===== src/brf_pkg.sv =====
// Shared types and constants for the bulk ring FIFO.
`timescale 1ns / 1ps
package brf_pkg;

  localparam int DEPTH_DEF     = 1024;
  localparam int MAX_BURST_DEF = 64;
  localparam int QUEUE_DEPTH   = 4;

  localparam int DATA_W = 32;
  localparam int LEN_W  = 7;
  localparam int LOG2_W = 4;

  localparam logic [LOG2_W-1:0] LOG2_RST = 4'd10;

  localparam logic ST_OK  = 1'b0;
  localparam logic ST_ERR = 1'b1;

  typedef enum logic {
    CMD_WRITE = 1'b0,
    CMD_READ  = 1'b1
  } brf_cmd_t;

  // Status from the back part towards the front part and the top level.
  typedef struct packed {
    logic streaming;  // a read stream is being issued from the ring
    logic rd_done;    // the final ring read of a stream is issued this cycle
  } brf_bk_stat_t;

endpackage


===== src/brf_queue.sv =====
// Small register queue that decouples the front and back parts.
`timescale 1ns / 1ps
module brf_queue
  import brf_pkg::*;
#(
  parameter int WIDTH = 19,
  parameter int DEPTH = QUEUE_DEPTH
) (
  input  logic             clk,
  input  logic             rst_n,
  input  logic             push,
  input  logic [WIDTH-1:0] push_data,
  output logic             push_ready,
  input  logic             pop,
  output logic             pop_valid,
  output logic [WIDTH-1:0] pop_data
);

  localparam int PTR_W = (DEPTH > 1) ? $clog2(DEPTH) : 1;
  localparam int CNT_W = $clog2(DEPTH + 1);

  logic [WIDTH-1:0] entry_r [DEPTH];
  logic [PTR_W-1:0] wr_ptr_r, wr_ptr_nxt;
  logic [PTR_W-1:0] rd_ptr_r, rd_ptr_nxt;
  logic [CNT_W-1:0] count_r, count_nxt;
  logic             do_push, do_pop;

  assign push_ready = (count_r != CNT_W'(DEPTH));
  assign pop_valid  = (count_r != '0);
  assign pop_data   = entry_r[rd_ptr_r];
  assign do_push    = push && push_ready;
  assign do_pop     = pop && pop_valid;

  always_comb begin
    wr_ptr_nxt = wr_ptr_r;
    rd_ptr_nxt = rd_ptr_r;
    count_nxt  = count_r;
    if (do_push) begin
      wr_ptr_nxt = (wr_ptr_r == PTR_W'(DEPTH - 1)) ? '0 : wr_ptr_r + 1'b1;
    end
    if (do_pop) begin
      rd_ptr_nxt = (rd_ptr_r == PTR_W'(DEPTH - 1)) ? '0 : rd_ptr_r + 1'b1;
    end
    if (do_push && !do_pop) begin
      count_nxt = count_r + 1'b1;
    end else if (do_pop && !do_push) begin
      count_nxt = count_r - 1'b1;
    end
  end

  always_ff @(posedge clk) begin
    if (!rst_n) begin
      wr_ptr_r <= '0;
      rd_ptr_r <= '0;
      count_r  <= '0;
    end else begin
      wr_ptr_r <= wr_ptr_nxt;
      rd_ptr_r <= rd_ptr_nxt;
      count_r  <= count_nxt;
    end
  end

  always_ff @(posedge clk) begin
    if (do_push) begin
      entry_r[wr_ptr_r] <= push_data;
    end
  end

endmodule


===== config.mk =====
export PLATFORM = sky130hd
export DESIGN_NAME = brf_queue
export DESIGN_NICKNAME = d
export VERILOG_FILES = /design/src/brf_pkg.sv /design/src/brf_queue.sv
export SDC_FILE = /design/constraint.sdc
export NUM_CORES = 1
export LEC_CHECK = 0
export BUFFER_PORTS_ARGS = -buffer_cell sky130_fd_sc_hd__buf_2
export CORE_ASPECT_RATIO = 0.8
export CORE_MARGIN = 2
export CORE_UTILIZATION = 35
export DETAILED_ROUTE_END_ITERATION = 8
export PLACE_DENSITY_LB_ADDON = 0.12
export SLEW_MARGIN = 20
export SYNTH_ARGS = -nofsm -noshare
export SYNTH_HDL_FRONTEND = slang
export SYNTH_SLANG_ARGS = --single-unit

===== constraint.sdc =====
create_clock -name clk -period 4.2 [get_ports clk]
set_input_delay 0.42 -clock clk [delete_from_list [all_inputs] [get_ports clk]]
set_output_delay 0.42 -clock clk [all_outputs]
set_load 0.03 [all_outputs]

---- Word-level counts from Yosys, hierarchy flattened ----
Memory sizes are Yosys's and may differ from the RTL's. A register that Yosys moved wholly into a read port is not among the register bits.
Index checks and enable logic that the tools add are counted.
storage, ports and cells
  flip-flop bits (word level) ............. 7
  RAM bits ................................ 76
  input port bits ......................... 23
  output and inout port bits .............. 21
  logic and storage cells ................. 27
  memories ................................ 1
operators by class
  add/sub/neg operators ................... 4
  equal/unequal tests ..................... 3
  mux-type cells .......................... 8
  reductions and logical operators ........ 8
memories
  memory   words  bits a word  rd ports  clocked after Yosys merged registers in  wr ports  line             RTL
  entry_r  4      19           1         1                                        1         brf_queue.sv:22  logic [WIDTH-1:0] entry_r [DEPTH];
operators with widths
  kind                                                                 count
  2-bit 2-to-1 mux                                                     4
  3-bit 2-to-1 mux                                                     2
  2-bit by 1-bit adder with 2-bit output (second input constant)       2
  2-bit equality test (second input constant)                          2
  1-bit logical AND                                                    4
  3-bit by 1-bit adder with 3-bit output (second input constant)       1
  3-bit != test (second input constant)                                1
  3-bit nonzero test                                                   1
  3-bit by 1-bit subtractor with 3-bit output (second input constant)  1
  1-bit zero test                                                      2
  1-bit 2-to-1 mux                                                     2
  2-bit nonzero test                                                   1

---- Longest topological paths before layout ----
Gate-level depths: netlist of run 1.
  depth after elaboration ................. 6
  mapped depth ............................ 9
  depth with buffers taken out ............ 8

---- Least setup slack after synthesis of run 1 ----
No wires, ideal clock.
  kind .................................... reg-to-reg
  start point ............................. reg count_r[0]
  end point ............................... reg count_r[2]
  library setup time ...................... 0.070 ns
  arrival time ............................ 2.096 ns
  required time ........................... 4.130 ns
  slack ................................... 2.034 ns
  cell stages (with the launch flop) ...... 8
  clock period less this slack ............ 2.166 ns
  cell sequence ........................... dfxtp_1 -> o31ai_1 -> ha_1 -> inv_1 -> fa_1 -> xor2_1 -> or3_2 -> a21boi_1
between the ends
  cells in the longest elaborated chain, start to end .. 5
ends and longest elaborated chain
  element                                                                                              line             RTL
  start: declaration                                                                                   brf_queue.sv:25  logic [CNT_W-1:0] count_r, count_nxt;
  start signal: assignment                                                                             brf_queue.sv:59  count_r <= count_nxt;
  parallel branches: the longest is 5 deep, another holds 3-bit by 1-bit subtractor with 3-bit output  n/a
Parallel ways; which one is timed is not known. The select of a mux whose other input is x is not followed.
A chain may end at the register's enable or synchronous reset.

---- Final worst setup path of run 1 ----
Same ends and word-level chain as after synthesis.

==> results of run 1 <==
==> kinds of logic after synthesis <==
family / synth area share
mux: 0.139
simple gates: 0.0365
compound gates: 0.0109
fa+ha+maj: 0.0295
xor+xnor: 0.00543
buf+inv: 0.0155
flops: 0.763
==> registers in the layout, summed over array words and instances (netlist names), named ones only <==
name      count
count_r       3
entry_r      76
rd_ptr_r      2
wr_ptr_r      2
==> power by group through the flow <==
stage                     Clock (W)  Combinational [W]  Sequential (W)
after floorplan                   0           0.000522         0.00108
after global routing       0.000818           0.000714         0.00110
after CTS                  0.000786           0.000672         0.00109
after detailed placement          0           0.000670         0.00111
final                      0.000769           0.000655         0.00109
after global placement            0           0.000650         0.00110
==> synth_stat cells <==
| cell type | n | area, um^2 |
|---|---|---|
| a21boi_1 | 1 | 7.51 |
| and2_1 | 1 | 6.26 |
| and2_4 | 1 | 8.76 |
| and3_2 | 4 | 30.0 |
| buf_2 | 1 | 5.00 |
| buf_4 | 2 | 15.0 |
| buf_6 | 1 | 11.3 |
| clkbuf_1 | 2 | 7.51 |
| dfxtp_1 | 9 | 180 |
| edfxtp_1 | 76 | 2280 |
| fa_1 | 1 | 20.0 |
| ha_1 | 6 | 75.1 |
| inv_1 | 3 | 11.3 |
| mux2i_1 | 2 | 20.0 |
| mux4_2 | 19 | 428 |
| nand2_1 | 5 | 18.8 |
| nand3_1 | 2 | 10.0 |
| nand4_1 | 1 | 6.26 |
| nor2_1 | 2 | 7.51 |
| nor2b_1 | 1 | 6.26 |
| o21ai_0 | 3 | 15.0 |
| o21ai_1 | 1 | 5.00 |
| o31ai_1 | 1 | 7.51 |
| or3_2 | 2 | 15.0 |
| or3b_1 | 1 | 8.76 |
| xnor2_1 | 1 | 8.76 |
| xor2_1 | 1 | 8.76 |
==> area by class of cell <==
class	count	area, um^2
Clock buffer	14	287
Clock inverter	2	13.8
Fill cell	805	5140
Inverter	3	11.3
Multi-Input combinational cell	56	713
Sequential cell	85	2460
Tap cell	115	144
Timing Repair Buffer	44	223
==> through the flow <==
step	util	cells	area [um^2]	power, W
floorplan	-	150	3230	0.00160
finish	0.428	319	3850	0.00251
detailed placement	0.395	303	3550	0.00178
CTS	0.428	319	3850	0.00255
global route	0.428	319	3850	0.00263
global placement	0.395	303	3550	0.00175
==> worst paths after layout <==
check	cells after the start	to	slack, ps	startpoint
setup / recovery	7	count_r[2]	1750	count_r[0]
hold / removal	1	entry_r[2][13]	300	push_data[13]
setup reg to reg	7	count_r[2]	1750	count_r[0]
hold reg to reg	2	wr_ptr_r[1]	520	wr_ptr_r[1]
==> worst max-delay path, stage by stage (launching register included) <==
cell      delay (ps)
dfxtp_1          370
o31ai_1          500
ha_1             280
inv_1             70
fa_1             390
xor2_1           170
or3_2            430
a21boi_1         170
==> per-layer routing <==
layer  global-route usage  up-vias  wire (um)
met5                    0        -          0
met4               0.0494        0         81
met3               0.0539        8        281
met2                0.208       31       2930
met1                0.130      779       2220
li1                     -      700          -
==> results by group, run 1 <==
Global routing
  • GRT Total Usage: 0.121
  • Largest net degree at the start of global routing: 20
  • First-pass GRT wire length: 8910 um
  • Antenna violations before repair: 0
  • Number of global-route vias before repair: 1746
  • Total grt overflow: 0

Power and ir drop
  • Sw Share: 0.298
  • P_leak: 1.33 nW
  • Int Pwr: 0.00176 W
  • Sequential share of power: 0.433
  • VDD IR-drop max: 0.000251 V
  • Logic pwr share: 0.261
  • Clk network pwr share: 0.306
  • Power Density: 652 mW/mm^2
  • Sw Pwr: 0.000749 W

Critical path
  • Crit path DAT: 2710 ps
  • Startpoint types: register
  • Critical path class: register to register
  • CP Max Fanout: 5
  • Worst Setup End Kind: register
  • CP required: 4460 ps

Synthesis
  • Register area share after synthesis: 0.763
  • Post-Syn Instances: 150
  • Syn avg cell area: 21.5 um^2
  • Syn Nets: 180
  • Synth unique cells: 27
  • Number of synthesized register bits: 85
  • Area of the mapped netlist: 0.00323 mm^2
  • YS warnings: 0

STA
  • Hold Fails Final Rpt: 0
  • Part of the cycle the worst path needs: 0.583
  • Fin Hold WS: 304 ps
  • Setup_tns: 0 ps
  • Final worst slack: 1750 ps
  • Max Fclk: 408 MHz
  • Final Skew: 5.51 ps
  • Min cycle time layout: 2450 ps
  • Actual slew at the worst max-slew pin: 973 ps
  • RSZ-0062 raised after global routing: false
  • Slew Viols, Final: 0
  • Slew headroom: 0.350
  • Final Setup Violations: 0

Die
  • Die Width: 111 um
  • Initial Utilization: 0.358
  • Core ar.: 0.00900 mm^2
  • Ports: 44
  • Die footprint: 0.0100 mm^2
  • Die Ht: 89.9 um
  • Core Rows: 31

CTS
  • Clock-pin slew on the worst setup and hold paths: 60 ps
  • Clock buffer depth: 2
  • # hold bufs at CTS: 0
  • H-tree depth: 3
  • CTS tree: yes
  • Postcts setup bufs: 0
  • Clk_lat worst skew: 330 ps
  • CTS root buffer: clkbuf_16
  • Resized Gates After CTS: 0
  • CTS Sinks: 85
  • Num CTS Buffers: 9

Detailed routing
  • DR WL/cell: 17.3 um
  • Iteration-0 DRC Markers: 63
  • Remaining antenna violation count: 0
  • Final WL: 5510 um
  • DR vias/cell: 4.76
  • Via Count: 1518
  • Remaining DRCs: 0
  • Drt pass-1 iters: 4

Place
  • Final HPWL DP: 3460 um
  • Final GP Congestion: 0.699
  • Pre-CTS WS: 1740 ps
  • Port bufs: 43

Finish
  • Most frequent cells in the layout: 76 x edfxtp_1, 43 x buf_2, 19 x mux4_2
  • Leading cell type in the layout, fill and taps excluded: edfxtp_1
  • Area delta synth->final: 19.5%
  • ANT cells: 0
  • Final nets: 229
  • Share of cells above drive strength 1: 0.407

Run status
  • Outcome: complete, no violations

Run
  • Maxcap violations: 0

Hold path
  • Worst min-delay path class: input pin to register
(Power assumes the default switching activity.)
==> run 2: changes to the inputs <==
- ABC_AREA: unset -> 1
- clock period: 4.2 -> 2.12 ns (I/O delays scaled with it)
==> results by group, run 2 <==
Run status
  • Outcome: complete, no violations

Finish
  • Area delta synth->final: 19.6%
  • Final nets: 341
  • Largest register FFs: 76
  • Fillers: 836
  • Largest Register: entry_r
  • ANT cells: 0
  • Largest registers: entry_r (76), count_r (3)
  • Leading cell type in the layout, fill and taps excluded: edfxtp_1
  • Most frequent cells in the layout: 76 x edfxtp_1, 48 x nor2_1, 43 x buf_2
  • Share of cells above drive strength 1: 0.263

Global routing
  • Antenna violations before repair: 0
  • Number of global-route vias before repair: 1982
  • First-pass GRT wire length: 10300 um
  • GRT Total Usage: 0.133
  • Largest net degree at the start of global routing: 23
  • Total grt overflow: 0

Place
  • Final HPWL DP: 4160 um
  • Final GP Congestion: 0.748
  • Port bufs: 43

Die
  • Core Rows: 31
  • Core ar.: 0.00919 mm^2
  • Die Width: 113 um
  • Die footprint: 0.0104 mm^2
  • Ports: 44
  • Die Ht: 91.6 um
  • Initial Utilization: 0.365

STA
  • Setup_tns: 0 ps
  • Part of the cycle the worst path needs: 0.868
  • Fin Hold WS: 98.4 ps
  • Min cycle time layout: 1840 ps
  • Actual slew at the worst max-slew pin: 373 ps
  • Max Fclk: 543 MHz
  • Final Setup Violations: 0
  • Slew Viols, Final: 0
  • Hold Fails Final Rpt: 0
  • Final Skew: 7.18 ps
  • RSZ-0062 raised after global routing: false
  • Slew headroom: 0.751

Critical path
  • CP required: 1910 ps
  • CP Cell Sequence: inv_2, buf_4, o21ai_0, o22ai_1, buf_2
  • Worst Setup End Kind: output port
  • Largest stage delay, worst path: 320 ps
  • FF-to-FF Start: count_r[1]
  • Critical path class: register to output port
  • Startpoint types: register
  • Crit path DAT: 1630 ps
  • Critical path buffers and inverters: 3
  • Max stage delay cell, worst path: dfxtp_1
  • Crit-path leading delay family: buffers and inverters
  • CP Max Fanout: 14

CTS
  • Clock-pin slew on the worst setup and hold paths: 60 ps
  • CTS Sinks: 85
  • Postcts setup bufs: 0
  • H-tree depth: 3
  • CTS tree: yes
  • Num CTS Buffers: 9
  • CTS root buffer: clkbuf_16
  • Resized Gates After CTS: 0
  • Clock buffer depth: 2
  • # hold bufs at CTS: 0
  • Clk_lat worst skew: 330 ps

Power and ir drop
  • Power Density: 1340 mW/mm^2
  • VDD IR-drop max: 0.000641 V
  • P_leak: 1.50 nW

Detailed routing
  • Remaining DRCs: 0
  • Remaining antenna violation count: 0
  • Via Count: 2059
  • Drt pass-1 iters: 4
  • DR vias/cell: 4.78
  • Final WL: 6400 um
  • Iteration-0 DRC Markers: 39
  • DR WL/cell: 14.9 um

Synthesis
  • Synth top area share: 0.680
  • Post-synthesis async set-or-reset flop share: 0
  • Synth unique cells: 23
  • YS warnings: 0
  • Syn Nets: 284
  • Number of synthesized register bits: 85
  • Register area share after synthesis: 0.734
  • Post-synth top area cell: edfxtp_1
  • Post-Syn Instances: 254
  • Commonest cells post-synth: 76 x edfxtp_1, 52 x nor2_1, 38 x o21ai_0, 19 x o22ai_1, 15 x inv_1
  • Syn avg cell area: 13.2 um^2
  • Top cells by area, synth: edfxtp_1 68%, nor2_1 5.8%, o21ai_0 5.7%
  • Count leader, synth: edfxtp_1
  • Post-synth EDFFs: 76
  • Area of the mapped netlist: 0.00335 mm^2
  • Most used flip-flop cell after synthesis: edfxtp_1

Run
  • Maxcap violations: 0

Hold path
  • Worst min-delay path class: input pin to register
  • Hold Crit Start: push_data[6]
==> run 2: kinds of logic (layout without fill, tap and decap cells) <==
group                      count (synthesis)  in the layout  synth area share
DFF                                       85             85             0.734
adders and majority gates                  7              7            0.0283
and+or+nand+nor                           73             73            0.0884
AOI/OAI and AO/OA                         61             61             0.100
buffers and inverters                     28             90            0.0489
==> run 2: cell type report <==
class,count,area (um^2),share of cell area
Clock inverter,6,53.8,0.0134
Multi-Input combinational cell,141,738,0.184
Sequential cell,85,2460,0.614
Inverter,17,63.8,0.0159
Timing Repair Buffer,57,320,0.0799
Clock buffer,10,229,0.0571
Tap cell,115,144,0.0359
==> run 2: path summary, 6_finish.rpt <==
kind	end	cells past startpoint	slack (ps)
worst max-delay path	pop_data[4]	5	280
worst min-delay path	entry_r[3][6]	1	100
worst max register to register	count_r[1]	9	300
worst min register to register	count_r[0]	2	520
==> run 2: layer usage <==
layer	vias up	global-route usage	routed length [um]
met5	-	0	0
met4	0	0.0457	102
met3	9	0.0447	259
met2	36	0.203	2940
met1	991	0.178	3100
li1	1023	-	-
==> run 2: stage by stage <==
stage	setup WS, ps	total power, W	instance area [um^2]	cells	utilization
after CTS	251	0.00545	4010	431	0.436
after detailed placement	290	0.00398	3730	415	0.406
after floorplan	158	0.00347	3350	254	-
final	280	0.00538	4010	431	0.436
after global placement	334	0.00398	3730	415	0.406
after global routing	144	0.00570	4010	431	0.436
==> run 2: power by group <==
part           switching (W)  total (W)  internal [W]
Clock               0.000571    0.00147      0.000897
Combinational        0.00125    0.00177      0.000522
Sequential         0.0000842    0.00214       0.00206
Total                0.00191    0.00538       0.00347
