File: src/brf_pkg.sv
// Shared types and constants for the bulk ring FIFO.
`timescale 1ns / 1ps
package brf_pkg;

  localparam int DEPTH_DEF     = 1024;
  localparam int MAX_BURST_DEF = 64;
  localparam int QUEUE_DEPTH   = 4;

  localparam int DATA_W = 32;
  localparam int LEN_W  = 7;
  localparam int LOG2_W = 4;

  localparam logic [LOG2_W-1:0] LOG2_RST = 4'd10;

  localparam logic ST_OK  = 1'b0;
  localparam logic ST_ERR = 1'b1;

  typedef enum logic {
    CMD_WRITE = 1'b0,
    CMD_READ  = 1'b1
  } brf_cmd_t;

  // Status from the back part towards the front part and the top level.
  typedef struct packed {
    logic streaming;  // a read stream is being issued from the ring
    logic rd_done;    // the final ring read of a stream is issued this cycle
  } brf_bk_stat_t;

endpackage

File: src/brf_front.sv
// Front part: accepts transactions, keeps the ring indices and decides each outcome.
`timescale 1ns / 1ps
module brf_front
  import brf_pkg::*;
#(
  parameter int IDX_W     = 10,
  parameter int MAX_LG    = 10,
  parameter int MAX_BURST = MAX_BURST_DEF,
  parameter int QW        = IDX_W + 9
) (
  input  logic                clk,
  input  logic                rst_n,
  input  logic                cfg_wen,
  input  logic [LOG2_W-1:0]   cfg_wdata,
  input  logic                in_tvalid,
  output logic                in_tready,
  input  logic                in_cmd,
  input  logic                in_first,
  input  logic [LEN_W-1:0]    in_length,
  input  logic [DATA_W-1:0]   in_data,
  output logic                q_push,
  output logic [QW-1:0]       q_data,
  input  logic                q_ready,
  output logic                wr_en,
  output logic [IDX_W-1:0]    wr_addr,
  output logic [DATA_W-1:0]   wr_data,
  output logic [IDX_W-1:0]    ring_mask,
  input  brf_bk_stat_t        bk_stat
);

  localparam int CW    = (IDX_W > LEN_W) ? IDX_W : LEN_W;
  localparam int OUT_W = $clog2(QUEUE_DEPTH + 2);

  logic [LOG2_W-1:0] ring_log2_r;
  logic [IDX_W-1:0]  prod_r, prod_nxt;
  logic [IDX_W-1:0]  cons_r, cons_nxt;
  logic [IDX_W-1:0]  bpos_r, bpos_nxt;
  logic [LEN_W-1:0]  left_r, left_nxt;
  logic              bok_r, bok_nxt;
  logic [OUT_W-1:0]  rd_out_r, rd_out_nxt;
  logic [LOG2_W:0]   lg;
  logic [IDX_W-1:0]  free_sp, fill;
  logic              accept, bad_len, q_single, q_status, stream;
  logic [IDX_W-1:0]  q_addr;
  brf_cmd_t          cmd;

  assign cmd = brf_cmd_t'(in_cmd);

  // Ring size clamped to the built depth, and never below two cells.
  always_comb begin
    lg = {1'b0, ring_log2_r};
    if (lg == '0) begin
      lg = (LOG2_W + 1)'(1);
    end else if (lg > (LOG2_W + 1)'(MAX_LG)) begin
      lg = (LOG2_W + 1)'(MAX_LG);
    end
  end

  assign ring_mask = ~({IDX_W{1'b1}} << lg);
  assign free_sp   = (cons_r - prod_r - 1'b1) & ring_mask;
  assign fill      = (prod_r - cons_r) & ring_mask;
  assign bad_len   = (in_length == '0) || (in_length > LEN_W'(MAX_BURST));

  // Writes wait until every queued read stream has fetched its words.
  assign in_tready = q_ready && ((cmd == CMD_READ) || (rd_out_r == '0));
  assign accept    = in_tvalid && in_tready;

  always_comb begin
    prod_nxt = prod_r;
    cons_nxt = cons_r;
    bpos_nxt = bpos_r;
    left_nxt = left_r;
    bok_nxt  = bok_r;
    wr_en    = 1'b0;
    wr_addr  = bpos_r & ring_mask;
    wr_data  = in_data;
    q_single = 1'b1;
    q_status = ST_ERR;
    q_addr   = cons_r & ring_mask;
    stream   = 1'b0;
    if (cmd == CMD_WRITE) begin
      if (in_first) begin
        bpos_nxt = prod_r;
        if (bad_len) begin
          left_nxt = '0;
          bok_nxt  = 1'b0;
        end else begin
          left_nxt = in_length;
          bok_nxt  = (CW'(free_sp) >= CW'(in_length));
        end
      end
      if (left_nxt != '0) begin
        left_nxt = left_nxt - 1'b1;
        if (bok_nxt) begin
          wr_en    = 1'b1;
          wr_addr  = bpos_nxt & ring_mask;
          bpos_nxt = bpos_nxt + 1'b1;
          if (left_nxt == '0) begin
            prod_nxt = bpos_nxt;
          end
          q_status = ST_OK;
        end
      end
    end else begin
      if (bad_len && (in_length == '0)) begin
        q_status = ST_OK;
      end else if (!bad_len && (CW'(fill) >= CW'(in_length))) begin
        q_single = 1'b0;
        q_status = ST_OK;
        stream   = 1'b1;
        cons_nxt = cons_r + IDX_W'(in_length);
      end
    end
    if (!accept) begin
      wr_en    = 1'b0;
      stream   = 1'b0;
      prod_nxt = prod_r;
      cons_nxt = cons_r;
      bpos_nxt = bpos_r;
      left_nxt = left_r;
      bok_nxt  = bok_r;
    end
    rd_out_nxt = rd_out_r;
    if (stream && !bk_stat.rd_done) begin
      rd_out_nxt = rd_out_r + 1'b1;
    end else if (!stream && bk_stat.rd_done) begin
      rd_out_nxt = rd_out_r - 1'b1;
    end
  end

  assign q_push = accept;
  assign q_data = {q_single, q_status, q_addr, in_length};

  always_ff @(posedge clk) begin
    if (!rst_n) begin
      ring_log2_r <= LOG2_RST;
      prod_r      <= '0;
      cons_r      <= '0;
      bpos_r      <= '0;
      left_r      <= '0;
      bok_r       <= 1'b0;
      rd_out_r    <= '0;
    end else if (cfg_wen) begin
      // A new ring size empties the ring and drops any open burst.
      ring_log2_r <= cfg_wdata;
      prod_r      <= '0;
      cons_r      <= '0;
      bpos_r      <= '0;
      left_r      <= '0;
      bok_r       <= 1'b0;
      rd_out_r    <= rd_out_nxt;
    end else begin
      prod_r   <= prod_nxt;
      cons_r   <= cons_nxt;
      bpos_r   <= bpos_nxt;
      left_r   <= left_nxt;
      bok_r    <= bok_nxt;
      rd_out_r <= rd_out_nxt;
    end
  end

endmodule

File: config.mk
export PLATFORM = sky130hd
export DESIGN_NAME = brf_front
export DESIGN_NICKNAME = d
export VERILOG_FILES = /design/src/brf_pkg.sv /design/src/brf_front.sv
export SDC_FILE = /design/constraint.sdc
export NUM_CORES = 1
export LEC_CHECK = 0
export BUFFER_PORTS_ARGS = -buffer_cell sky130_fd_sc_hd__buf_2
export CORE_MARGIN = 2
export CORE_UTILIZATION = 40
export DETAILED_ROUTE_END_ITERATION = 12
export GPL_TIMING_DRIVEN = 0
export PLACE_DENSITY = 0.66
export SETUP_SLACK_MARGIN = 0.1
export SYNTH_ARGS = -nofsm -noshare
export SYNTH_HDL_FRONTEND = slang
export SYNTH_SLANG_ARGS = --single-unit
export TNS_END_PERCENT = 10
File: constraint.sdc
create_clock -name clk -period 5.7 [get_ports clk]
set_clock_uncertainty 0.15 [all_clocks]
set_input_delay 0.285 -clock clk [delete_from_list [all_inputs] [get_ports clk]]
set_output_delay 0.285 -clock clk [all_outputs]
set_load 0.01 [all_outputs]
; ---- Word-level counts from Yosys, hierarchy flattened
; Index checks and enable logic that the tools add are counted.
[op_classes]
n_addsub = 8
mux = 33
order_cmp = 4
shifts = 1
reduce_logical = 21
bitwise = 9
[ops]
columns = operator, n
row1 = $mux 10, 7
row2 = $and 10x10->10, 5
row3 = $mux 7, 4
row4 = $ge 10x7->1, 2
row5 = $sub 10x10->10, 2
row6 = $mux 1, 18
row7 = $logic_not 7->1, 2
row8 = $add 10x1->10 const B, 1
row9 = $add 10x7->10, 1
row10 = $not 10->10, 1
row11 = $shl 10x5->10 const A, 1
row12 = $sub 10x1->10 const B, 1
row13 = $gt 7x7->1 const B, 1
row14 = $reduce_bool 7->1, 1
row15 = $sub 7x1->7 const B, 1
row16 = $logic_and 1x1->1, 6
row17 = $mux 3, 2
row18 = $mux 5, 1
row19 = $reduce_and 5->1, 1
row20 = $gt 4x4->1 const B, 1
row21 = $logic_not 4->1, 1
row22 = $mux 4, 1
row23 = $reduce_and 4->1, 1
row24 = $add 3x1->3 const B, 1
row25 = 8 further kinds, 13
[totals]
inputBits = 52
register_bits = 45
word_cells = 83
out_inout_bits = 74

; ---- Logic depth before layout (Yosys ltp)
; Gate-level depths: netlist of the first run.
[depth]
depth_word = 16
ltp_mapped = 22
ltp_nobuf = 22

; ---- Worst setup path before layout of the first run
; No wires, ideal clock.
[synth_path]
path_type = register to register
from = register prod_r[0]
to = register rd_out_r[2]
t_required_ns = 5.474
path_stages_with_launch = 23
path_slack_ns = 1.594
path_buffers = 0
synth_period_minus_slack_ns = 4.106
setup_ns = 0.076
arrival_time_ns = 3.881
cell_sequence = dfxtp_1 > inv_1 > ha_1 > fa_1 > nand2b_1 > a21boi_0 > o21ai_0 > nand2_1 > a21oi_1 > xor2_1 > nor2_1 > ha_1 > o21a_1 > a211o_1 > a221o_1 > nand2_1 > inv_1 > ha_1 > inv_1 > fa_1 > xor2_1 > or3_1 > a21boi_0
[synth_between]
elab_chain_cells = 11
word_cells_on_any_way = 13
cone_classes = add/sub (1) / order compare (1) / mux (5) / bitwise (1) / reduce/logical (5)
[synth_lines]
columns = element, line
row1 = "start, declared", brf_front.sv:35  ; logic [IDX_W-1:0] prod_r, prod_nxt;
row2 = "start signal, assigned", brf_front.sv:153  ; prod_r <= prod_nxt;
row3 = $sub 10x10->10 (*), brf_front.sv:61  ; assign fill = (prod_r - cons_r) & ring_mask;
row4 = $and 10x10->10 (*), brf_front.sv:61
row5 = $ge 10x7->1 (*), brf_front.sv:107  ; end else if (!bad_len && (CW'(fill) >= CW'(in_length))) begin
row6 = $logic_and 1x1->1 (*), brf_front.sv:107
row7 = $mux 1 (*), brf_front.sv:107
row8 = $mux 1 (*), brf_front.sv:105  ; if (bad_len && (in_length == '0)) begin
row9 = $mux 1 (*), brf_front.sv:81  ; if (cmd == CMD_WRITE) begin
row10 = $mux 1 (*), brf_front.sv:114  ; if (!accept) begin
row11 = $logic_not 1->1, brf_front.sv:126  ; end else if (!stream && bk_stat.rd_done) begin
row12 = $logic_and 1x1->1, brf_front.sv:126
row13 = $reduce_bool 2->1 (no line), -
row14 = "end signal, assigned", brf_front.sv:151  ; rd_out_r <= rd_out_nxt;
row15 = "end signal, assigned", brf_front.sv:158  ; rd_out_r <= rd_out_nxt;
row16 = "end, declared", brf_front.sv:40  ; logic [OUT_W-1:0] rd_out_r, rd_out_nxt;
; Mark *: on every way between the ends. The rest lies on a longest branch, timed or not.
; A chain may end at the register's enable or synchronous reset.

; ---- Worst setup path after layout of the first run
[layout_path]
from = register ring_log2_r[3]
to = output wr_addr[3]
[layout_between]
elab_chain_cells = 13
word_cells_on_any_way = 16
cone_classes = order compare (2) / shift (1) / mux (8) / bitwise (4) / reduce/logical (1)
[layout_lines]
columns = element, line
row1 = "start, declared", brf_front.sv:34  ; logic [LOG2_W-1:0] ring_log2_r;
row2 = "start signal, assigned", brf_front.sv:145  ; ring_log2_r <= cfg_wdata;
row3 = $gt 4x4->1, brf_front.sv:54  ; end else if (lg > (LOG2_W + 1)'(MAX_LG)) begin
row4 = $mux 4, brf_front.sv:54
row5 = $mux 5 (*), brf_front.sv:52  ; if (lg == '0) begin
row6 = $shl 10x5->10 (*), brf_front.sv:59  ; assign ring_mask = ~({IDX_W{1'b1}} << lg);
row7 = $not 10->10 (*), brf_front.sv:59
row8 = $and 10x10->10, brf_front.sv:60  ; assign free_sp = (cons_r - prod_r - 1'b1) & ring_mask;
row9 = $ge 10x7->1, brf_front.sv:89  ; bok_nxt = (CW'(free_sp) >= CW'(in_length));
row10 = $mux 1, brf_front.sv:84  ; if (bad_len) begin
row11 = $mux 1, brf_front.sv:82  ; if (in_first) begin
row12 = $mux 1, brf_front.sv:81
row13 = $mux 10, brf_front.sv:94  ; if (bok_nxt) begin
row14 = $mux 10, brf_front.sv:92  ; if (left_nxt != '0) begin
row15 = $mux 10 (*), brf_front.sv:81
row16 = "end, declared", brf_front.sv:25  ; output logic [IDX_W-1:0] wr_addr,
; Mark *: on every way between the ends. The rest lies on a longest branch, timed or not. The select of a mux whose other input is x is not followed.

==> results of run 1 <==
## synth_stat cells (all sizes together) (3+ instances only)
library cell  number  share of area [%]
a211oi             6               0.89
a21boi             4               0.59
a21o              15                2.2
a21oi             44                4.4
a221oi             3               0.52
a31oi             21                3.3
and2               7               0.92
and3               8               0.99
and4               3               0.52
buf               55                7.9
clkbuf            18                1.3
dfxtp             45                 18
fa                 3                1.2
ha                43                 11
inv               47                3.5
mux2               6                1.3
mux2i             24                4.8
nand2             53                3.9
nand2b             9                1.1
nand3             31                3.1
nor2              52                3.9
nor2b             24                3.1
nor3              21                2.5
nor3b              3               0.45
nor4               7               0.87
o21a               7                1.0
o21ai             37                3.7
o21bai             4               0.59
o311ai             3               0.52
o31ai              3               0.54
or3                5               0.62
or4                3               0.52
xnor2             15                2.6
xor2              10                1.7
## placed cells by master, fill, tap and decap left out, types with 3 or more instances in the layout
| master | synthesis | final |
|---|---|---|
| buf_2 | 8 | 98 |
| nand2_1 | 53 | 53 |
| nor2_1 | 52 | 52 |
| inv_1 | 45 | 45 |
| dfxtp_1 | 45 | 45 |
| buf_4 | 43 | 43 |
| ha_1 | 43 | 43 |
| a21oi_1 | 43 | 42 |
| o21ai_0 | 36 | 36 |
| nand3_1 | 31 | 31 |
| mux2i_1 | 24 | 24 |
| nor2b_1 | 23 | 23 |
| clkbuf_1 | 18 | 19 |
| nor3_1 | 19 | 19 |
| a31oi_1 | 18 | 18 |
| xnor2_1 | 15 | 15 |
| a21o_1 | 15 | 15 |
| xor2_1 | 10 | 10 |
| nand2b_1 | 9 | 9 |
| and3_1 | 8 | 8 |
| o21a_1 | 7 | 7 |
| nor4_1 | 7 | 7 |
| a211oi_1 | 6 | 6 |
| and2_1 | 6 | 6 |
| mux2_2 | 5 | 5 |
| or3_1 | 5 | 5 |
| clkbuf_16 | 0 | 5 |
| o21bai_1 | 4 | 4 |
| a21boi_0 | 3 | 3 |
| nor3b_1 | 3 | 3 |
| buf_6 | 3 | 3 |
| a221oi_1 | 3 | 3 |
| and4_1 | 3 | 3 |
| fa_1 | 3 | 3 |
## power by group
part / switching (mW) / total (mW) / internal, mW
clock: 0.141 / 0.349 / 0.208
sequential: 0.00628 / 0.326 / 0.320
combinational: 0.123 / 0.209 / 0.0858
total: 0.270 / 0.884 / 0.614
## sequential cells by signal, summed over array words and instances (netlist names)
name	count
bok_r	1
prod_r	10
ring_log2_r	4
left_r	7
bpos_r	10
cons_r	10
rd_out_r	3
## worst max-delay path, cell delays in order (launching register included)
cell	delay, ps
dfxtp_1	360
clkbuf_1	240
nor2_1	440
inv_1	150
a21oi_1	540
nor3_1	140
ha_1	320
a21o_1	110
a31oi_1	40
o21ai_0	440
nor4_1	100
a21boi_1	430
nor4b_1	320
buf_4	260
mux2i_1	210
nor2_1	90
buf_2	170
## per-layer routing
layer | GRT usage [%] | share of wire, % | wire length, um
met1 | 31.3 | 46 | 7020
met2 | 37.1 | 46 | 7010
met3 | 3.01 | 5.5 | 833
met4 | 6.67 | 2.3 | 349
met5 | 0 | 0 | 0
## stage by stage
step / power (mW) / instances / hold slack [ps]
6_report: 0.884 / 944 / 53.4
2_1_floorplan: 0.472 / 674 / 197
5_1_grt: 0.919 / 944 / 73.4
4_1_cts: 0.883 / 944 / 54.5
3_3_place_gp: 0.539 / 936 / 301
3_5_place_dp: 0.540 / 936 / 302
## worst min path at each step
stage,depth (start not counted),slack (ps),to
2_1_floorplan,1,200,ring_log2_r[1]
5_1_grt,3,70,ring_log2_r[3]
3_5_place_dp,2,300,left_r[5]
4_1_cts,3,50,ring_log2_r[1]
3_3_place_gp,2,300,left_r[5]
6_report,3,50,ring_log2_r[1]
## cells by family after synthesis
family | Yosys count | synth area share (%)
xor+xnor | 25 | 4.33
mux | 30 | 6.09
buf+inv | 120 | 12.8
compound gates | 166 | 21.9
other cells | 1 | 0.0742
simple gates | 240 | 24.9
flops | 45 | 17.8
fa+ha+maj | 47 | 12.0
## timing repair
| action | in CTS | in global routing |
|---|---|---|
| setup endpoints to repair | 0 | 1 |
| hold endpoints to repair | 0 | 0 |
| hold buffers | 0 | 0 |
| resized for setup | 0 | 1 |
## layout make-up
cell class / instances / area, um2 / share of cell area, %
multi-input combinational: 509 / 3510 / 59.6
sequential: 45 / 901 / 15.3
buffer: 73 / 468 / 7.95
timing repair buffer: 90 / 450 / 7.65
tap: 172 / 215 / 3.65
inverter: 47 / 176 / 3.00
clock buffer: 6 / 129 / 2.19
clock inverter: 2 / 38.8 / 0.659
==> flow_summary.json, run 1 <==
{
  "via_per_inst": 5.40,
  "fillers": 1313,
  "numPortBuffers": 90,
  "critPathLaunchType": "flop",
  "worstMarginPinSlew_ps": 998,
  "dpl-instance-area_mm2": 0.00572,
  "synthFlopType": "dfxtp_1",
  "fin_util_pct": 47.2,
  "firstDrtPassIters": 5,
  "setup_viol": 0,
  "endpoint": "wr_addr[3]",
  "syn_inst": 674,
  "fin_nets": 869,
  "grt_pass1_vias": 4572,
  "cts_setup_buffers": 0,
  "fin_crit_ps": 5100,
  "cts_tree": "done",
  "cts_max_level": 2,
  "startpoint": "ring_log2_r[3]",
  "fp.coreArea_mm2": 0.0125,
  "cts_buffers": 5,
  "period_share_pct": 89.4,
  "clkTransAtPathRegs_ps": 70,
  "synthesis.area_mm2": 0.00505,
  "r2r_start": "ring_log2_r[3]",
  "synth.distinct_cells": 78,
  "drt_iter0_markers": 387,
  "antenna_cells": 0,
  "ys_warn_count": 0,
  "io_pins": 126,
  "ys_async_sr_fraction_pct": 0,
  "cp_max_fo": 10,
  "post-place-ws_ps": 818,
  "leakage_nw": 2.59,
  "crit_arrival_ps": 4660,
  "min_from": "cfg_wdata[1]",
  "cts-root-buf": "clkbuf_16",
  "relSlewSlack_pct": 33.0,
  "drive_above_1_share_pct": 22.4,
  "place_congestion": 0.861,
  "power_density_mw_per_mm2": 150,
  "flow.area_growth_from_synthesis_pct": 16.6,
  "ant_nets": 0,
  "maxSlewViolCount": 0,
  "r2r_slack_ps": 830,
  "antenna_found_initial": 0,
  "ir_worst_vdd_mv": 0.108,
  "synth-seq-cells": 45,
  "start_util_pct": 40.5,
  "synth_nets": 772,
  "path_class": "reg2out",
  "grt_pass1_wl_um": 24100,
  "fmax_mhz": 196,
  "die_w_um": 116,
  "avgSynthCellArea_um2": 7.49,
  "cts_max_path_buffers": 2,
  "rsz0062_at_grt": "false",
  "finalHoldViolations": 0,
  "design_area_mm2": 0.00589,
  "vias": 5094,
  "required_ps": 5270,
  "die_y_um": 116,
  "synth_edf_count": 0,
  "die_area_mm2": 0.0135,
  "drc": 0,
  "hp-class": "in2reg",
  "ys_seq_area_share_pct": 17.8,
  "maxCapViolCount": 0,
  "setup_ws_ps": 603,
  "clock-sinks": 45,
  "avgRoutedWirePerCell_um": 16.1,
  "end_kind": "output port",
  "outcome": "complete, no violations",
  "rows": 41,
  "grt_use_total_pct": 22.7,
  "rr_endpoint": "rd_out_r[2]",
  "grt_max_degree": 15,
  "grt-ovfl-total": 0,
  "drt-total-wl_um": 15200,
  "dp_hpwl_um": 12000,
  "clkLatencyLatePin_ps": 300,
  "r2r_cells": 18,
  "fin_tns_setup_ps": 0
}
No activity file was read; power rests on OpenSTA's default activity.
==> inputs of run 2 (changes only) <==
Settings changed: RECOVER_POWER from default to 25.
==> run 2 against run 1 <==
Via count about the same. Clock power about the same. Sequential power about the same. Critical path depth unchanged. Die area unchanged. Global-route usage unchanged. Wire length unchanged. Design area decreased by 0.55%. Worst setup slack got worse by 29 ps. Clock-buffer cell count unchanged. Critical endpoint unchanged. Highest routed layer unchanged.
==> flow_summary.json, run 2 (same netlist as run 1, synthesis figures left out) <==
{
  "maxCapViolCount": 0,
  "fp.coreArea_mm2": 0.0125,
  "worstMarginPinSlew_ps": 989,
  "crit_arrival_ps": 4690,
  "setup_viol": 0,
  "cp_max_fo": 10,
  "clkPwrFrac_pct": 39.5,
  "crit_family": "compound AO/OA/AOI/OAI gates",
  "hp-class": "in2reg",
  "drc": 0,
  "outcome": "complete, no violations",
  "firstDrtPassIters": 5,
  "grt_util_met1_pct": 31.3,
  "io_pins": 126,
  "worstPathCellList": "clkbuf_1, nor2_1, inv_1, a21oi_1, nor3_1, ha_1, a21o_1, a31oi_1, o21ai_0, nor4_1, a21boi_1, nor4b_1, buf_4, mux2i_1, nor2_1, buf_2",
  "cts_tree": "done",
  "fmax_mhz": 195,
  "fin_tns_setup_ps": 0,
  "antenna_cells": 0,
  "cpPeakStageDelay_ps": 550,
  "postCtsHoldBufs": 0,
  "final_cell_mix": "buf_2, nand2_1, nor2_1",
  "cts-root-buf": "clkbuf_16",
  "avgRoutedWirePerCell_um": 16.1,
  "seq_power_share_pct": 37.0,
  "place_congestion": 0.861,
  "swShare_pct": 30.6,
  "cts_max_path_buffers": 2,
  "ir_worst_vdd_mv": 0.108,
  "required_ps": 5270,
  "grt_max_degree": 15,
  "clock-sinks": 45,
  "start_util_pct": 40.5,
  "area.sequential_um2": 901,
  "power_density_mw_per_mm2": 150,
  "flow.area_growth_from_synthesis_pct": 15.9,
  "cts_max_level": 2,
  "clkLatencyLatePin_ps": 300,
  "multiInputGateArea_mm2": 0.00351,
  "grt_use_total_pct": 22.7,
  "leakage_nw": 2.52,
  "maxSlewViolCount": 0,
  "grt-ovfl-total": 0,
  "die_area_mm2": 0.0135,
  "antenna_found_initial": 0,
  "grt_pass1_wl_um": 24100,
  "fin_nets": 869,
  "final_common_cell": "buf_2",
  "ant_nets": 0,
  "via_per_inst": 5.40,
  "end_kind": "output port",
  "p_int_mw": 0.611,
  "rows": 41,
  "use_met2_pct": 37.1,
  "critical_path.slowest_cell": "a21oi_1",
  "vias": 5099,
  "drt_iter0_markers": 366,
  "fin_crit_ps": 5130,
  "finalPower_mw": 0.881,
  "path_buf_inv": 4,
  "period_share_pct": 89.9,
  "clkTransAtPathRegs_ps": 70,
  "rsz0062_at_grt": "false",
  "path_class": "reg2out",
  "cts_buffers": 5,
  "drive_above_1_share_pct": 19.0,
  "dp_hpwl_um": 12000,
  "die_w_um": 116,
  "drt-total-wl_um": 15200,
  "crit_path_frequent_cell": "nor2_1",
  "finalHoldViolations": 0,
  "top_regs": "bpos_r (10), cons_r (10), prod_r (10)",
  "grt_pass1_vias": 4572,
  "p_comb_share_pct": 23.5,
  "relSlewSlack_pct": 33.6,
  "die_y_um": 116,
  "numPortBuffers": 90,
  "grt.busiest_layer": "met2",
  "critPathLaunchType": "flop",
  "fillers": 1325,
  "power.switching_mw": 0.269,
  "met3_usage_pct": 3.01
}
## run 2: changes by cell type in the layout (fill, tap and decap cells not counted), sizes merged
cell,previous run,this run
buf,145,119
clkbuf,24,50
## run 2: repair_timing
item / 4_1_cts / 5_1_grt
setup endpoints to repair: 0 / 1
gates resized for setup: 0 / 1
setup buffers: 0 / 0
## run 2: metrics by stage
step	utilization [%]	setup slack, ps	area, um2	cells	hold WS (ps)
4_1_cts	47.2	556	5880	944	54.5
2_1_floorplan	-	1590	5050	674	197
3_3_place_gp	45.9	838	5720	936	301
6_report	47.0	574	5860	944	54.6
3_5_place_dp	45.9	818	5720	936	302
5_1_grt	47.0	165	5860	944	73.4
## run 2: worst register-to-register path, cell delays in order, from the launching register on
cell	delay (ps)
dfxtp_1	320
inv_1	90
ha_1	250
fa_1	450
nand2b_1	170
a21boi_0	270
o21ai_0	220
nand2_1	120
a21oi_1	80
xor2_1	140
nor2_1	60
ha_1	310
o21a_1	120
a211o_1	140
a221o_1	350
nand2_1	220
inv_1	100
ha_1	180
inv_1	60
fa_1	370
xor2_1	180
or3_1	310
a21boi_0	170
## run 2: path summary, 6_finish.rpt
path,start,endpoint,slack [ps],cells after the start
min,cfg_wdata[1],ring_log2_r[1],50,3
max,ring_log2_r[3],wr_addr[3],570,16
max reg2reg,prod_r[0],rd_out_r[2],820,22
min reg2reg,left_r[5],left_r[5],310,2
## run 2: area by class of cell
type | count | area share [%]
sequential | 45 | 15.4
inverter | 47 | 3.01
buffer | 73 | 7.99
timing repair buffer | 90 | 7.14
multi-input combinational | 509 | 59.9
clock inverter | 2 | 0.662
tap | 172 | 3.68
clock buffer | 6 | 2.20
## run 2: power by group through the flow
stage / Sequential [mW] / Combinational, mW / Clock, mW
2_1_floorplan: 0.332 / 0.141 / 0
5_1_grt: 0.327 / 0.227 / 0.362
4_1_cts: 0.326 / 0.208 / 0.349
3_3_place_gp: 0.333 / 0.205 / 0
3_5_place_dp: 0.333 / 0.207 / 0
6_report: 0.326 / 0.207 / 0.348
## run 2: per-layer routing
layer	part of all wire (%)	up-vias
met1	46	2356
li1	-	2528
met4	2.6	0
met3	5.7	34
met5	0	-
met2	46	181
==> inputs of run 3 (changes only) <==
Settings changed: GPL_TIMING_DRIVEN 0 to default.
==> run 3 against run 2 <==
Combinational power decreased by 20%. Via count is 5.5% lower. Largest cell class unchanged. Non-clock buffer count is 96 lower. Sequential share of layout area is 1.5 points higher. Sequential cell count unchanged. Critical path type unchanged. Register-to-register slack better by 80 ps. Power barely moved. Clock-buffer cell count is 1 lower. Critical path depth increased by 3. First-iteration DRC count up 17%.
==> flow_summary.json, run 3 (same netlist as run 1, synthesis figures left out) <==
{
  "place_congestion": 0.881,
  "drt_iter0_markers": 429,
  "cts-root-buf": "clkbuf_16",
  "wl_met1_um": 6320,
  "avgRoutedWirePerCell_um": 17.1,
  "dr.max_layer_used": "met4",
  "dp_hpwl_um": 11100,
  "drt-total-wl_um": 14500,
  "antenna_cells": 0,
  "antenna_found_initial": 0,
  "fmax_mhz": 198,
  "fin_tns_setup_ps": 0,
  "hp-class": "in2reg",
  "flow.area_growth_from_synthesis_pct": 5.92,
  "postCtsHoldBufs": 0,
  "start_util_pct": 40.5,
  "cp_max_fo": 8,
  "rsz0062_at_grt": "false",
  "end_kind": "output port",
  "worstMarginPinSlew_ps": 818,
  "grt_pass1_wl_um": 23400,
  "die_w_um": 116,
  "final_cell_mix": "buf_2, nand2_1, nor2_1",
  "cts_buffers": 5,
  "numPortBuffers": 59,
  "drc": 0,
  "drive_above_1_share_pct": 14.3,
  "top_regs": "bpos_r (10), cons_r (10), prod_r (10)",
  "leakage_nw": 2.25,
  "relSlewSlack_pct": 44.9,
  "required_ps": 5270,
  "clkTransAtPathRegs_ps": 70,
  "grt-ovfl-total": 0,
  "finalNonFillerCells": 848,
  "path_class": "reg2out",
  "vias": 4819,
  "firstDrtPassIters": 7,
  "maxSlewViolCount": 0,
  "dr_wl_met3_um": 769,
  "ir_worst_vdd_mv": 0.111,
  "wl_met2_um": 7010,
  "fin_crit_ps": 5050,
  "rows": 41,
  "ctsResizeCount": 0,
  "fillers": 1289,
  "ant_nets": 0,
  "cts_setup_buffers": 0,
  "fin_nets": 773,
  "power_density_mw_per_mm2": 164,
  "fp.coreArea_mm2": 0.0125,
  "grt_use_total_pct": 21.8,
  "cts_max_path_buffers": 2,
  "clkLatencyLatePin_ps": 300,
  "period_share_pct": 88.6,
  "crit_arrival_ps": 4610,
  "via_per_inst": 5.68,
  "setup_viol": 0,
  "outcome": "complete, no violations",
  "critPathLaunchType": "flop",
  "final_common_cell": "buf_2",
  "die_y_um": 116,
  "grt_pass1_vias": 4631,
  "grt_max_degree": 57,
  "io_pins": 126,
  "place_inst": 840,
  "cts_tree": "done",
  "die_area_mm2": 0.0135,
  "finalHoldViolations": 0,
  "cts_max_level": 2,
  "clock-sinks": 45,
  "maxCapViolCount": 0
}
[run 3: cell count changes in the layout (fill, tap and decap cells not counted), moves of 3 or more]
| cell | previous run | this run |
|---|---|---|
| clkbuf_1 | 45 | 0 |
| buf_4 | 43 | 8 |
| buf_2 | 72 | 59 |
| buf_6 | 3 | 0 |
[run 3: where the power goes]
group	internal (mW)	leakage, nW	switching [mW]
Sequential	0.320	0.364	0.00723
Combinational	0.0593	1.79	0.106
Clock	0.251	0.0938	0.137
[run 3: final timing paths]
kind / depth (start not counted) / end / slack [ps] / from
worst max-delay path: 19 / wr_addr[2] / 650 / prod_r[0]
worst min-delay path: 3 / ring_log2_r[3] / 60 / cfg_wdata[3]
worst max register to register: 22 / rd_out_r[2] / 900 / prod_r[0]
worst min register to register: 2 / left_r[5] / 300 / left_r[5]
[run 3: cell type report]
class	instances	area, um2	area share, %
tap	172	215	4.02
sequential	45	901	16.8
clock inverter	3	65.1	1.22
multi-input combinational	509	3510	65.6
clock buffer	5	125	2.34
timing repair buffer	67	355	6.64
inverter	47	176	3.30
[run 3: critical path, stage by stage, from the launching register on]
cell and delay, ps:
dfxtp_1 330, inv_1 100, ha_1 260, fa_1 460
a211oi_1 230, nor2_1 120, o21a_1 180, nor2_1 110
xor2_1 150, nor2_1 60, ha_1 330, nand2_1 50
o21ai_0 380, nor4_1 130, a21boi_1 450, nor4b_2 290
buf_4 230, mux2i_1 200, nor2_1 80, buf_2 180
[run 3: metrics by stage]
| step | hold slack, ps | util [%] | setup WS (ps) | total power [mW] | instance area (um2) |
|---|---|---|---|---|---|
| 6_report | 59.8 | 42.9 | 652 | 0.880 | 5350 |
| 5_1_grt | 89.0 | 42.9 | 375 | 0.916 | 5350 |
| 4_1_cts | 61.4 | 42.9 | 632 | 0.889 | 5350 |
| 3_5_place_dp | 298 | 41.4 | 905 | 0.499 | 5160 |
| 3_3_place_gp | 284 | 41.4 | 1000 | 0.494 | 5160 |
| 2_1_floorplan | 197 | - | 1590 | 0.472 | 5050 |
[run 3: per-layer routing]
layer,vias up,GRT usage (%)
met1,2292,27.9
met5,-,0
li1,2346,-
met2,151,37.7
met4,0,7.14
met3,30,2.96
